`src/rtl/utrd_pkg.sv`:
```
// Shared types, widths and digit encoding for the radix digit converter.
`default_nettype none
package utrd_pkg;

   localparam int VALUE_W    = 32;
   localparam int VALUE_BITS = 32;
   localparam int RADIX_W    = 5;
   localparam int CHAR_W     = 7;
   localparam int DIGIT_W    = 4;
   localparam int DIGIT_CAP  = 32;
   localparam int IDX_W      = $clog2(DIGIT_CAP);
   localparam int CHUNK_BITS = 8;
   localparam int CHUNKS     = VALUE_W / CHUNK_BITS;
   localparam int STEP_W     = $clog2(CHUNKS);

   localparam logic [RADIX_W-1:0] RADIX_MIN = RADIX_W'(2);
   localparam logic [RADIX_W-1:0] RADIX_MAX = RADIX_W'(16);

   localparam logic [63:0] PARAM_MASK = (64'(1) << (VALUE_BITS - 1)) * 64'd2 - 64'd1;
   localparam logic [VALUE_W-1:0] VALUE_MASK = PARAM_MASK[VALUE_W-1:0];

   localparam logic [CHAR_W-1:0] ASCII_ZERO  = CHAR_W'(48);
   localparam logic [CHAR_W-1:0] ASCII_UPPER = CHAR_W'(55);  // 'A' - 10
   localparam logic [CHAR_W-1:0] ASCII_LOWER = CHAR_W'(87);  // 'a' - 10

   typedef struct packed {
      logic [VALUE_W-1:0] value;
      logic [RADIX_W-1:0] radix;
      logic               upper_case;
   } item_type;

   function automatic logic [CHAR_W-1:0] digit_to_char(input logic [DIGIT_W-1:0] d,
                                                       input logic upper);
      logic [CHAR_W-1:0] base;
      if (d < DIGIT_W'(10)) begin
         base = ASCII_ZERO;
      end else if (upper) begin
         base = ASCII_UPPER;
      end else begin
         base = ASCII_LOWER;
      end
      return base + CHAR_W'(d);
   endfunction

endpackage
`default_nettype wire

```
`src/rtl/utrd_front.sv`:
```
// Front end: masks the value and saturates the radix into the legal range.
`default_nettype none
module utrd_front (
   input  wire logic [utrd_pkg::VALUE_W-1:0] value,
   input  wire logic [utrd_pkg::RADIX_W-1:0] radix,
   input  wire logic                         upper_case,
   output utrd_pkg::item_type                item
);
   import utrd_pkg::*;

   always_comb begin
      item.value      = value & VALUE_MASK;
      item.upper_case = upper_case;
      if (radix < RADIX_MIN) begin
         item.radix = RADIX_MIN;
      end else if (radix > RADIX_MAX) begin
         item.radix = RADIX_MAX;
      end else begin
         item.radix = radix;
      end
   end

endmodule
`default_nettype wire

```
`src/rtl/utrd_queue.sv`:
```
// Two-entry item queue between the front end and the digit engine.
`default_nettype none
module utrd_queue (
   input  wire logic        clock,
   input  wire logic        reset,
   input  wire logic        push,
   input  wire utrd_pkg::item_type push_item,
   output logic             full,
   input  wire logic        pop,
   output utrd_pkg::item_type pop_item,
   output logic             empty
);
   import utrd_pkg::*;

   item_type   mem_ff [2];
   logic       wr_ptr_ff, wr_ptr_in;
   logic       rd_ptr_ff, rd_ptr_in;
   logic [1:0] count_ff, count_in;
   logic       do_push, do_pop;

   assign full     = (count_ff == 2'd2);
   assign empty    = (count_ff == 2'd0);
   assign do_push  = push && !full;
   assign do_pop   = pop && !empty;
   assign pop_item = mem_ff[rd_ptr_ff];

   always_comb begin
      wr_ptr_in = do_push ? !wr_ptr_ff : wr_ptr_ff;
      rd_ptr_in = do_pop ? !rd_ptr_ff : rd_ptr_ff;
      count_in  = count_ff + 2'(do_push) - 2'(do_pop);
   end

   always_ff @(posedge clock) begin
      if (do_push) begin
         mem_ff[wr_ptr_ff] <= push_item;
      end
   end

   always_ff @(posedge clock) begin
      if (reset) begin
         wr_ptr_ff <= 1'b0;
         rd_ptr_ff <= 1'b0;
         count_ff  <= 2'd0;
      end else begin
         wr_ptr_ff <= wr_ptr_in;
         rd_ptr_ff <= rd_ptr_in;
         count_ff  <= count_in;
      end
   end

endmodule
`default_nettype wire

```
`src/rtl/utrd_back.sv`:
```
// Digit engine: iterative division by the radix, digit buffer, output register.
`default_nettype none
module utrd_back (
   input  wire logic                        clock,
   input  wire logic                        reset,
   input  wire logic                        q_empty,
   input  wire utrd_pkg::item_type          q_item,
   output logic                             q_pop,
   output logic                             rsp_empty,
   input  wire logic                        rsp_pop,
   output logic [utrd_pkg::CHAR_W-1:0]      rsp_digit_char,
   output logic                             rsp_last
);
   import utrd_pkg::*;

   localparam logic [1:0] ST_IDLE = 2'd0;
   localparam logic [1:0] ST_DIV  = 2'd1;
   localparam logic [1:0] ST_EMIT = 2'd2;

   logic [1:0]         state_ff, state_in;
   logic [VALUE_W-1:0] quot_ff, quot_in;
   logic [RADIX_W-1:0] rad_ff, rad_in;
   logic               upper_ff, upper_in;
   logic [DIGIT_W-1:0] rem_ff, rem_in;
   logic [STEP_W-1:0]  step_ff, step_in;
   logic [IDX_W-1:0]   cnt_ff, cnt_in;
   logic [IDX_W-1:0]   idx_ff, idx_in;
   logic [DIGIT_W-1:0] buf_ff [DIGIT_CAP];
   logic               buf_we;

   logic               out_valid_ff, out_valid_in;
   logic [CHAR_W-1:0]  out_char_ff;
   logic               out_last_ff;
   logic               out_load;
   logic               out_free;

   logic [DIGIT_W-1:0]    div_rem;
   logic [CHUNK_BITS-1:0] div_q;

   assign rsp_empty      = !out_valid_ff;
   assign rsp_digit_char = out_char_ff;
   assign rsp_last       = out_last_ff;
   assign out_free       = !out_valid_ff || rsp_pop;

   // One chunk of restoring division per cycle; remainder stays below the radix.
   always_comb begin
      logic [DIGIT_W:0] r;
      r     = {1'b0, rem_ff};
      div_q = '0;
      for (int i = CHUNK_BITS - 1; i >= 0; i--) begin
         r = {r[DIGIT_W-1:0], quot_ff[VALUE_W - CHUNK_BITS + i]};
         if (r >= (DIGIT_W+1)'(rad_ff)) begin
            r = r - (DIGIT_W+1)'(rad_ff);
            div_q[i] = 1'b1;
         end
      end
      div_rem = r[DIGIT_W-1:0];
   end

   always_comb begin
      state_in     = state_ff;
      quot_in      = quot_ff;
      rad_in       = rad_ff;
      upper_in     = upper_ff;
      rem_in       = rem_ff;
      step_in      = step_ff;
      cnt_in       = cnt_ff;
      idx_in       = idx_ff;
      q_pop        = 1'b0;
      buf_we       = 1'b0;
      out_load     = 1'b0;
      out_valid_in = out_valid_ff && !rsp_pop;
      case (state_ff)
         ST_IDLE: begin
            if (!q_empty) begin
               q_pop    = 1'b1;
               quot_in  = q_item.value;
               rad_in   = q_item.radix;
               upper_in = q_item.upper_case;
               rem_in   = '0;
               step_in  = '0;
               cnt_in   = '0;
               state_in = ST_DIV;
            end
         end
         ST_DIV: begin
            quot_in = {quot_ff[VALUE_W-CHUNK_BITS-1:0], div_q};
            rem_in  = div_rem;
            step_in = step_ff + STEP_W'(1);
            if (step_ff == STEP_W'(CHUNKS - 1)) begin
               // quot_in now holds the full quotient, div_rem the digit
               buf_we  = 1'b1;
               rem_in  = '0;
               if (quot_in == '0 || cnt_ff == IDX_W'(DIGIT_CAP - 1)) begin
                  idx_in   = cnt_ff;
                  state_in = ST_EMIT;
               end else begin
                  cnt_in = cnt_ff + IDX_W'(1);
               end
            end
         end
         ST_EMIT: begin
            if (out_free) begin
               out_load     = 1'b1;
               out_valid_in = 1'b1;
               if (idx_ff == '0) begin
                  state_in = ST_IDLE;
               end else begin
                  idx_in = idx_ff - IDX_W'(1);
               end
            end
         end
         default: begin
            state_in = ST_IDLE;
         end
      endcase
   end

   always_ff @(posedge clock) begin
      if (buf_we) begin
         buf_ff[cnt_ff] <= div_rem;
      end
      if (out_load) begin
         out_char_ff <= digit_to_char(buf_ff[idx_ff], upper_ff);
         out_last_ff <= (idx_ff == '0);
      end
      quot_ff  <= quot_in;
      rad_ff   <= rad_in;
      upper_ff <= upper_in;
      rem_ff   <= rem_in;
      step_ff  <= step_in;
      cnt_ff   <= cnt_in;
      idx_ff   <= idx_in;
   end

   always_ff @(posedge clock) begin
      if (reset) begin
         state_ff     <= ST_IDLE;
         out_valid_ff <= 1'b0;
      end else begin
         state_ff     <= state_in;
         out_valid_ff <= out_valid_in;
      end
   end

endmodule
`default_nettype wire

```
`src/rtl/unsigned_to_radix_digits.sv`:
```
// Top level: unsigned value to ASCII digits in radix 2..16, most significant first.
// Each digit comes from one pass of the divider over all 32 bits, 8 quotient bits a cycle.
// The digits stream from the output register at one per cycle while the receiver pops
// each one; the engine converts one item at a time, and the two-entry queue takes new
// requests meanwhile until it is full.
// Synchronous active-high reset empties the item queue and the output register.
`default_nettype none
module unsigned_to_radix_digits (
   input  wire logic                       clock,
   input  wire logic                       reset,
   input  wire logic                       req_push,
   output logic                            req_full,
   input  wire logic [utrd_pkg::VALUE_W-1:0] req_value,
   input  wire logic [utrd_pkg::RADIX_W-1:0] req_radix,
   input  wire logic                       req_upper_case,
   output logic                            rsp_empty,
   input  wire logic                       rsp_pop,
   output logic [utrd_pkg::CHAR_W-1:0]     rsp_digit_char,
   output logic                            rsp_last
);
   import utrd_pkg::*;

   item_type front_item;
   item_type q_item;
   logic     q_empty;
   logic     q_pop;

   utrd_front u_front (
      .value      (req_value),
      .radix      (req_radix),
      .upper_case (req_upper_case),
      .item       (front_item)
   );

   utrd_queue u_queue (
      .clock     (clock),
      .reset     (reset),
      .push      (req_push),
      .push_item (front_item),
      .full      (req_full),
      .pop       (q_pop),
      .pop_item  (q_item),
      .empty     (q_empty)
   );

   utrd_back u_back (
      .clock          (clock),
      .reset          (reset),
      .q_empty        (q_empty),
      .q_item         (q_item),
      .q_pop          (q_pop),
      .rsp_empty      (rsp_empty),
      .rsp_pop        (rsp_pop),
      .rsp_digit_char (rsp_digit_char),
      .rsp_last       (rsp_last)
   );

endmodule
`default_nettype wire

```
`config.mk`:
```
export PLATFORM = sky130hd
export DESIGN_NAME = unsigned_to_radix_digits
export DESIGN_NICKNAME = d
export VERILOG_FILES = /design/src/rtl/utrd_pkg.sv /design/src/rtl/utrd_front.sv /design/src/rtl/utrd_queue.sv /design/src/rtl/utrd_back.sv /design/src/rtl/unsigned_to_radix_digits.sv
export SDC_FILE = /design/constraint.sdc
export NUM_CORES = 1
export LEC_CHECK = 0
export BUFFER_PORTS_ARGS = -buffer_cell sky130_fd_sc_hd__buf_2
export CAP_MARGIN = 20
export CORE_MARGIN = 2
export CORE_UTILIZATION = 45
export CTS_BUF_LIST = sky130_fd_sc_hd__clkbuf_2 sky130_fd_sc_hd__clkbuf_4 sky130_fd_sc_hd__clkbuf_8
export CTS_CLUSTER_SIZE = 25
export DETAILED_ROUTE_END_ITERATION = 7
export GPL_TIMING_DRIVEN = 1
export PLACE_DENSITY = 0.59
export SYNTH_ARGS = -nofsm -noshare
export SYNTH_HDL_FRONTEND = slang
export SYNTH_SLANG_ARGS = --single-unit
```
`constraint.sdc`:
```
create_clock -name clock -period 17.5 [get_ports clock]
set_input_delay 1.75 -clock clock [delete_from_list [all_inputs] [get_ports clock]]
set_output_delay 1.75 -clock clock [all_outputs]
set_load 0.03 [all_outputs]
```
==> results_dict.tcl, run 1 <==
set metrics [dict create \
    outcome "complete, no violations" \
    root_buffer "clkbuf_8" \
    setup_viol 0 \
    reg2regPathDepth 50 \
    drive_above_1_share_pct 16.9 \
    setup_tns_ns 0 \
    holdBufCountCts 0 \
    synth_warnings 0 \
    wl_microns 26700 \
    die-area_sq_um 30400 \
    cts_setup_buffers 0 \
    ys_ff_latch 279 \
    h-tree-depth 2 \
    core_sq_um 28600 \
    synth_nets 1007 \
    grt_setup_unrepaired "no" \
    maxCapViolations 0 \
    clkTransAtPathRegs_ns 0.06 \
    clkLatencyLatePin_ns 0.56 \
    diodes 0 \
    min_path_type "reg -> reg" \
    finalCriticalPeriod_ns 14.54 \
    slew_violations 0 \
    worst_pin_slew_ns 1.04 \
    firstDrtPassIters 4 \
    finalHoldViolations 0 \
    syn2layout_area_growth_pct 11.5 \
    required_ns 17.69 \
    relSlewSlack_pct 30.9 \
    die_h_microns 174 \
    grt_pass1_wl_microns 41800 \
    drc 0 \
    path_common_cell "ha_1" \
    end_kind "flop" \
    antenna_found_initial 0 \
    ys_seq_area_share_pct 63.1 \
    finalNonFillerCells 1391 \
    grt_pass1_vias 7512 \
    worst_path_max_delay_cell "o21ai_1" \
    ant_nets 0 \
    rows 62 \
    initial_core_util_pct 45.7 \
    critPathLaunchType "flop" \
    mostFrequentLayoutCell "edfxtp_1" \
    drt_iter0_drc 477 \
    fin_nets 1078 \
    hold_path_depth 2 \
    worstPathArrival_ns 14.73 \
    grt_overflow 0 \
    syn_avg_cell_area_sq_um 14.5 \
    io_buffers 51 \
    cts_buffer_depth 3 \
    max_stage_delay_ns 0.67 \
    viasPerCell 5.39 \
    cts_resized 0 \
    hold_ws_ns 0.541 \
    ys_async_sr_fraction_pct 0 \
    via_count 7497 \
    cts.sinks 279 \
    synth-edff-count 266 \
    ys.flop_type "edfxtp_1" \
    setup.worst_path.class "reg -> reg" \
    cts_tree "yes" \
    cts_buffers 45 \
    yosysUniqueCellTypes 67 \
    grt_max_degree 72 \
    placedCellCount 1312 \
    syn-instance-count 904 \
    timing.final.crit_share_pct 83.1 \
    dp_hpwl_microns 17700 \
    gp_congestion 0.896 \
    fmax_mhz 68.8 \
    cp_max_fo 12 \
    final_cell_mix "266 x edfxtp_1, 76 x nand2_1, 61 x nor2_1" \
    wire_per_inst_microns 19.2 \
    io_pins 52 \
    fin_skew_ns 0.0363 \
    die_x_microns 174 \
    track_usage_pct 17.9 \
    syn_area_sq_um 13100 \
]
## flip-flops by register name, indices dropped and copies added (netlist names), 2 cells and up, named ones only
signal                 flops
u_back.step_ff             2
u_back.buf_ff            128
u_queue.mem_ff            76
u_back.rsp_digit_char      7
u_back.cnt_ff              5
u_back.rem_ff              4
u_back.state_ff            2
u_queue.count_ff           2
u_back.idx_ff              5
u_back.quot_ff            32
u_back.rad_ff              5
## path summary, 6_finish.rpt
kind	endpoint	slack (ns)	start
setup / recovery	u_back.idx_ff[3]$_DFFE_PP_	2.96	u_back.rad_ff[1]$_DFFE_PP_
hold / removal	u_queue.rd_ptr_ff$_SDFFE_PP0P_	0.54	u_queue.rd_ptr_ff$_SDFFE_PP0P_
setup reg to reg	u_back.idx_ff[3]$_DFFE_PP_	2.96	u_back.rad_ff[1]$_DFFE_PP_
hold reg to reg	u_queue.rd_ptr_ff$_SDFFE_PP0P_	0.54	u_queue.rd_ptr_ff$_SDFFE_PP0P_
## logic make-up after synthesis
logic type               Yosys count  synth area share, %
flip-flops                       279                 63.1
AND/OR/NAND/NOR                  220                 8.04
multiplexers                      95                 10.7
AO/OA/AOI/OAI                    138                 7.03
buffers and inverters             85                 3.07
adder cells (fa/ha/maj)           61                 6.35
XOR/XNOR                          26                 1.74
## worst max-delay path, delay by kind of cell, from the launching register on
kind / cells / cell delay, ns
buffers and inverters: 4 / 0.80
adders and majority gates: 8 / 2.43
AOI/OAI and AO/OA: 25 / 6.64
DFF: 1 / 0.63
muxes: 6 / 2.28
and+or+nand+nor: 7 / 1.37
## layer usage
metal	track usage (%)	vias up	share of wire, %
li1	-	3593	-
met1	23.7	3670	44
met2	30.1	186	50
met3	3.15	48	4.2
met4	5.71	0	2.4
met5	0	-	0
## cell usage after synthesis (all sizes together), types with 3 or more instances
master,instances,share of area (%)
edfxtp,266,61
nand2,76,2.2
nor2,62,1.8
o21ai,54,2.1
ha,52,5.0
mux2i,52,4.0
inv,49,1.4
mux4,28,5.4
clkbuf,21,0.60
a21oi,20,0.77
nor2b,17,0.81
xnor2,17,1.1
mux2,15,1.3
buf,14,1.0
dfxtp,13,2.0
nand3,13,0.50
fa,9,1.4
xor2,9,0.60
a22oi,8,0.50
o211ai,8,0.46
a211oi,7,0.48
a21o,7,0.40
and2,7,0.34
nand4,7,0.33
nor4,7,0.33
a31oi,6,0.29
nor3,5,0.19
a221oi,4,0.27
and3,4,0.19
nand2b,4,0.19
nand3b,4,0.23
nor3b,4,0.23
o21a,4,0.23
a211o,3,0.20
a41o,3,0.23
o221ai,3,0.43
o31ai,3,0.17
## through the flow
stage	worst slack (ns)	instance area (sq um)	util [%]
4_1_cts	3.10	14600	50.9
2_1_floorplan	4.94	13100	-
3_3_place_gp	3.56	13700	47.8
3_5_place_dp	3.11	13700	47.8
6_report	2.96	14600	50.9
5_1_grt	1.55	14600	50.9
## cell type report
class                      instances  area [sq um]
fill                            2460         14100
sequential                       279          8250
multi-input combinational        540          4450
clock buffer                      59           737
tap                              384           480
timing repair buffer              60           323
inverter                          49           184
clock inverter                    20           151
Power of run 1 is left out: the tool's default activity adds up to more than one toggle a clock period on the data nets, which glitch-free logic cannot reach.
==> run 2, diff against run 1 <==
- PLACE_DENSITY: 0.59 -> 0.62
- clock period: 17.5 -> 12.5 ns (I/O delays scaled with it)
==> run 2 against run 1 <==
Compared with the run above: routed wire length rose by 3.2%; utilization increased by 0.83 points; first-iteration DRC count decreased by 0.84%; setup slack got worse by 2.3 ns; register-to-register slack worse by 2.3 ns; final area is 1.6% higher; global-route usage rose by 0.14 points; clock-buffer cell count rose by 5; highest routed layer is now met5; non-clock buffer count grew 15.
==> results_dict.tcl, run 2 (synthesis gave the netlist of run 1 again) <==
set metrics [dict create \
    final_cell_mix "266 x edfxtp_1, 76 x nand2_1, 61 x nor2_1" \
    die_h_microns 174 \
    gp_congestion 0.834 \
    rr_endpoint "u_back.rem_ff[1]$_SDFFCE_PN0P_" \
    fin_nets 1095 \
    firstDrtPassIters 5 \
    path_common_cell "ha_1" \
    nFillCells 2411 \
    wl_microns 27500 \
    regMostFlops "u_back.buf_ff" \
    drt_iter0_drc 473 \
    io_buffers 51 \
    hold_path_end "u_queue.rd_ptr_ff$_SDFFE_PP0P_" \
    fmax_mhz 84.6 \
    end_kind "flop" \
    cts_buffers 46 \
    track_usage_pct 18.1 \
    hold_path_depth 2 \
    setup.worst_path.class "reg -> reg" \
    critPathLaunchType "flop" \
    h-tree-depth 2 \
    die_x_microns 174 \
    critPathBufInv 7 \
    finalHoldViolations 0 \
    fin_util_pct 51.7 \
    holdBufCountCts 0 \
    relSlewSlack_pct 35.9 \
    grt_max_degree 71 \
    min_from "u_queue.rd_ptr_ff$_SDFFE_PP0P_" \
    outcome "complete, no violations" \
    timing.final.crit_share_pct 94.5 \
    drc 0 \
    dp_hpwl_microns 18000 \
    rows 62 \
    core_sq_um 28600 \
    max_stage_delay_ns 0.42 \
    mostFrequentLayoutCell "edfxtp_1" \
    ant_nets 0 \
    maxCapViolations 0 \
    initial_core_util_pct 45.7 \
    slew_violations 0 \
    die-area_sq_um 30400 \
    cts.sinks 279 \
    root_buffer "clkbuf_8" \
    critical_path.top_delay_family "compound AO/OA/AOI/OAI gates" \
    worst_path_max_delay_cell "mux2_4" \
    grt_overflow 0 \
    worstPathArrival_ns 12.11 \
    syn2layout_area_growth_pct 13.3 \
    required_ns 12.79 \
    top_regs "u_back.buf_ff x128, u_queue.mem_ff x76, u_back.quot_ff x32" \
    finalCriticalPeriod_ns 11.82 \
    min_path_type "reg -> reg" \
    setup_tns_ns 0 \
    antenna_found_initial 2 \
    viasPerCell 5.47 \
    reg2regPathDepth 52 \
    largest_reg_flops 128 \
    grt_pass1_wl_microns 42200 \
    fin_skew_ns 0.0290 \
    io_pins 52 \
    wire_per_inst_microns 19.5 \
    grt_pass1_vias 7580 \
    cp_max_fo 17 \
    reg2reg_setup_slack_ns 0.68 \
    worstReg2RegStart "u_back.rem_ff[2]$_SDFFCE_PN0P_" \
    via_count 7714 \
    worst_pin_slew_ns 0.962 \
    drive_above_1_share_pct 19.9 \
    cts_tree "yes" \
    cts_buffer_depth 3 \
    clkLatencyLatePin_ns 0.57 \
    pre_cts_slack_ns 0.0534 \
    clkTransAtPathRegs_ns 0.07 \
    setup_slack_ns 0.684 \
    setup_viol 0 \
]
## run 2: changes by cell type in the layout (fill, tap and decap cells not counted), moves of 2 or more
cell	before	now
buf_4	9	23
clkbuf_4	12	15
clkbuf_8	47	49
clkinv_1	11	7
mux2i_1	52	48
mux2i_2	0	3
o21ai_0	45	43
o21ai_2	1	4
## run 2: per-stage QoR
step                instances  hold WS [ns]  instance area [sq um]
floorplan                 904         0.481                  13100
global placement         1324         0.501                  13800
detailed placement       1324         0.501                  13800
CTS                      1405         0.521                  14700
global route             1409         0.568                  14800
finish                   1410         0.517                  14800
## run 2: worst reg2reg max path: cells and delay by family (launching register included)
kind / cells / cell delay (ns)
AO/OA/AOI/OAI: 25 / 4.80
adder cells (fa/ha/maj): 8 / 2.40
multiplexers: 5 / 1.73
buffers and inverters: 7 / 1.12
AND/OR/NAND/NOR: 7 / 1.10
flip-flops: 1 / 0.40
## run 2: timing repair
item | 4_1_cts | 5_1_grt
buffers inserted | 0 | 3
hold endpoints to repair | 0 | 0
endpoints found under the setup margin | 0 | 150
gates resized for setup | 0 | 19
## run 2: layout make-up
type	count	area, sq um	share of cell area (%)
flip-flops and latches	279	8250	55.7
multi-input cells	541	4520	30.5
clock buffers	64	787	5.31
well taps	384	480	3.24
repair buffers	75	439	2.97
inverters	49	184	1.24
clock inverters	17	144	0.972
diodes	1	2.50	0.0169
## run 2: worst max-delay path by stage
stage | depth (start not counted) | start | slack [ns] | endpoint
final | 52 | u_back.rem_ff[2]$_SDFFCE_PN0P_ | 0.68 | u_back.rem_ff[1]$_SDFFCE_PN0P_
after global routing | 52 | u_back.rem_ff[2]$_SDFFCE_PN0P_ | -0.03 | u_back.rem_ff[1]$_SDFFCE_PN0P_
after CTS | 50 | u_back.rem_ff[2]$_SDFFCE_PN0P_ | 0.02 | u_back.rem_ff[3]$_SDFFCE_PN0P_
after detailed placement | 50 | u_back.rem_ff[2]$_SDFFCE_PN0P_ | 0.05 | u_back.rem_ff[3]$_SDFFCE_PN0P_
after global placement | 50 | u_back.rem_ff[2]$_SDFFCE_PN0P_ | 0.52 | u_back.rem_ff[3]$_SDFFCE_PN0P_
after floorplan | 51 | u_back.rad_ff[1]$_DFFE_PP_ | 0.05 | u_back.buf_ff[0][2]$_DFFE_PP_
## run 2: metal layers
metal	vias up	GRT usage [%]	part of all wire (%)
li1	3637	-	-
met3	49	3.72	6.2
met4	4	4.90	2.4
met5	-	0	0.087
met2	240	28.5	46
met1	3784	25.6	45
Power of run 2 is left out for the same reason.
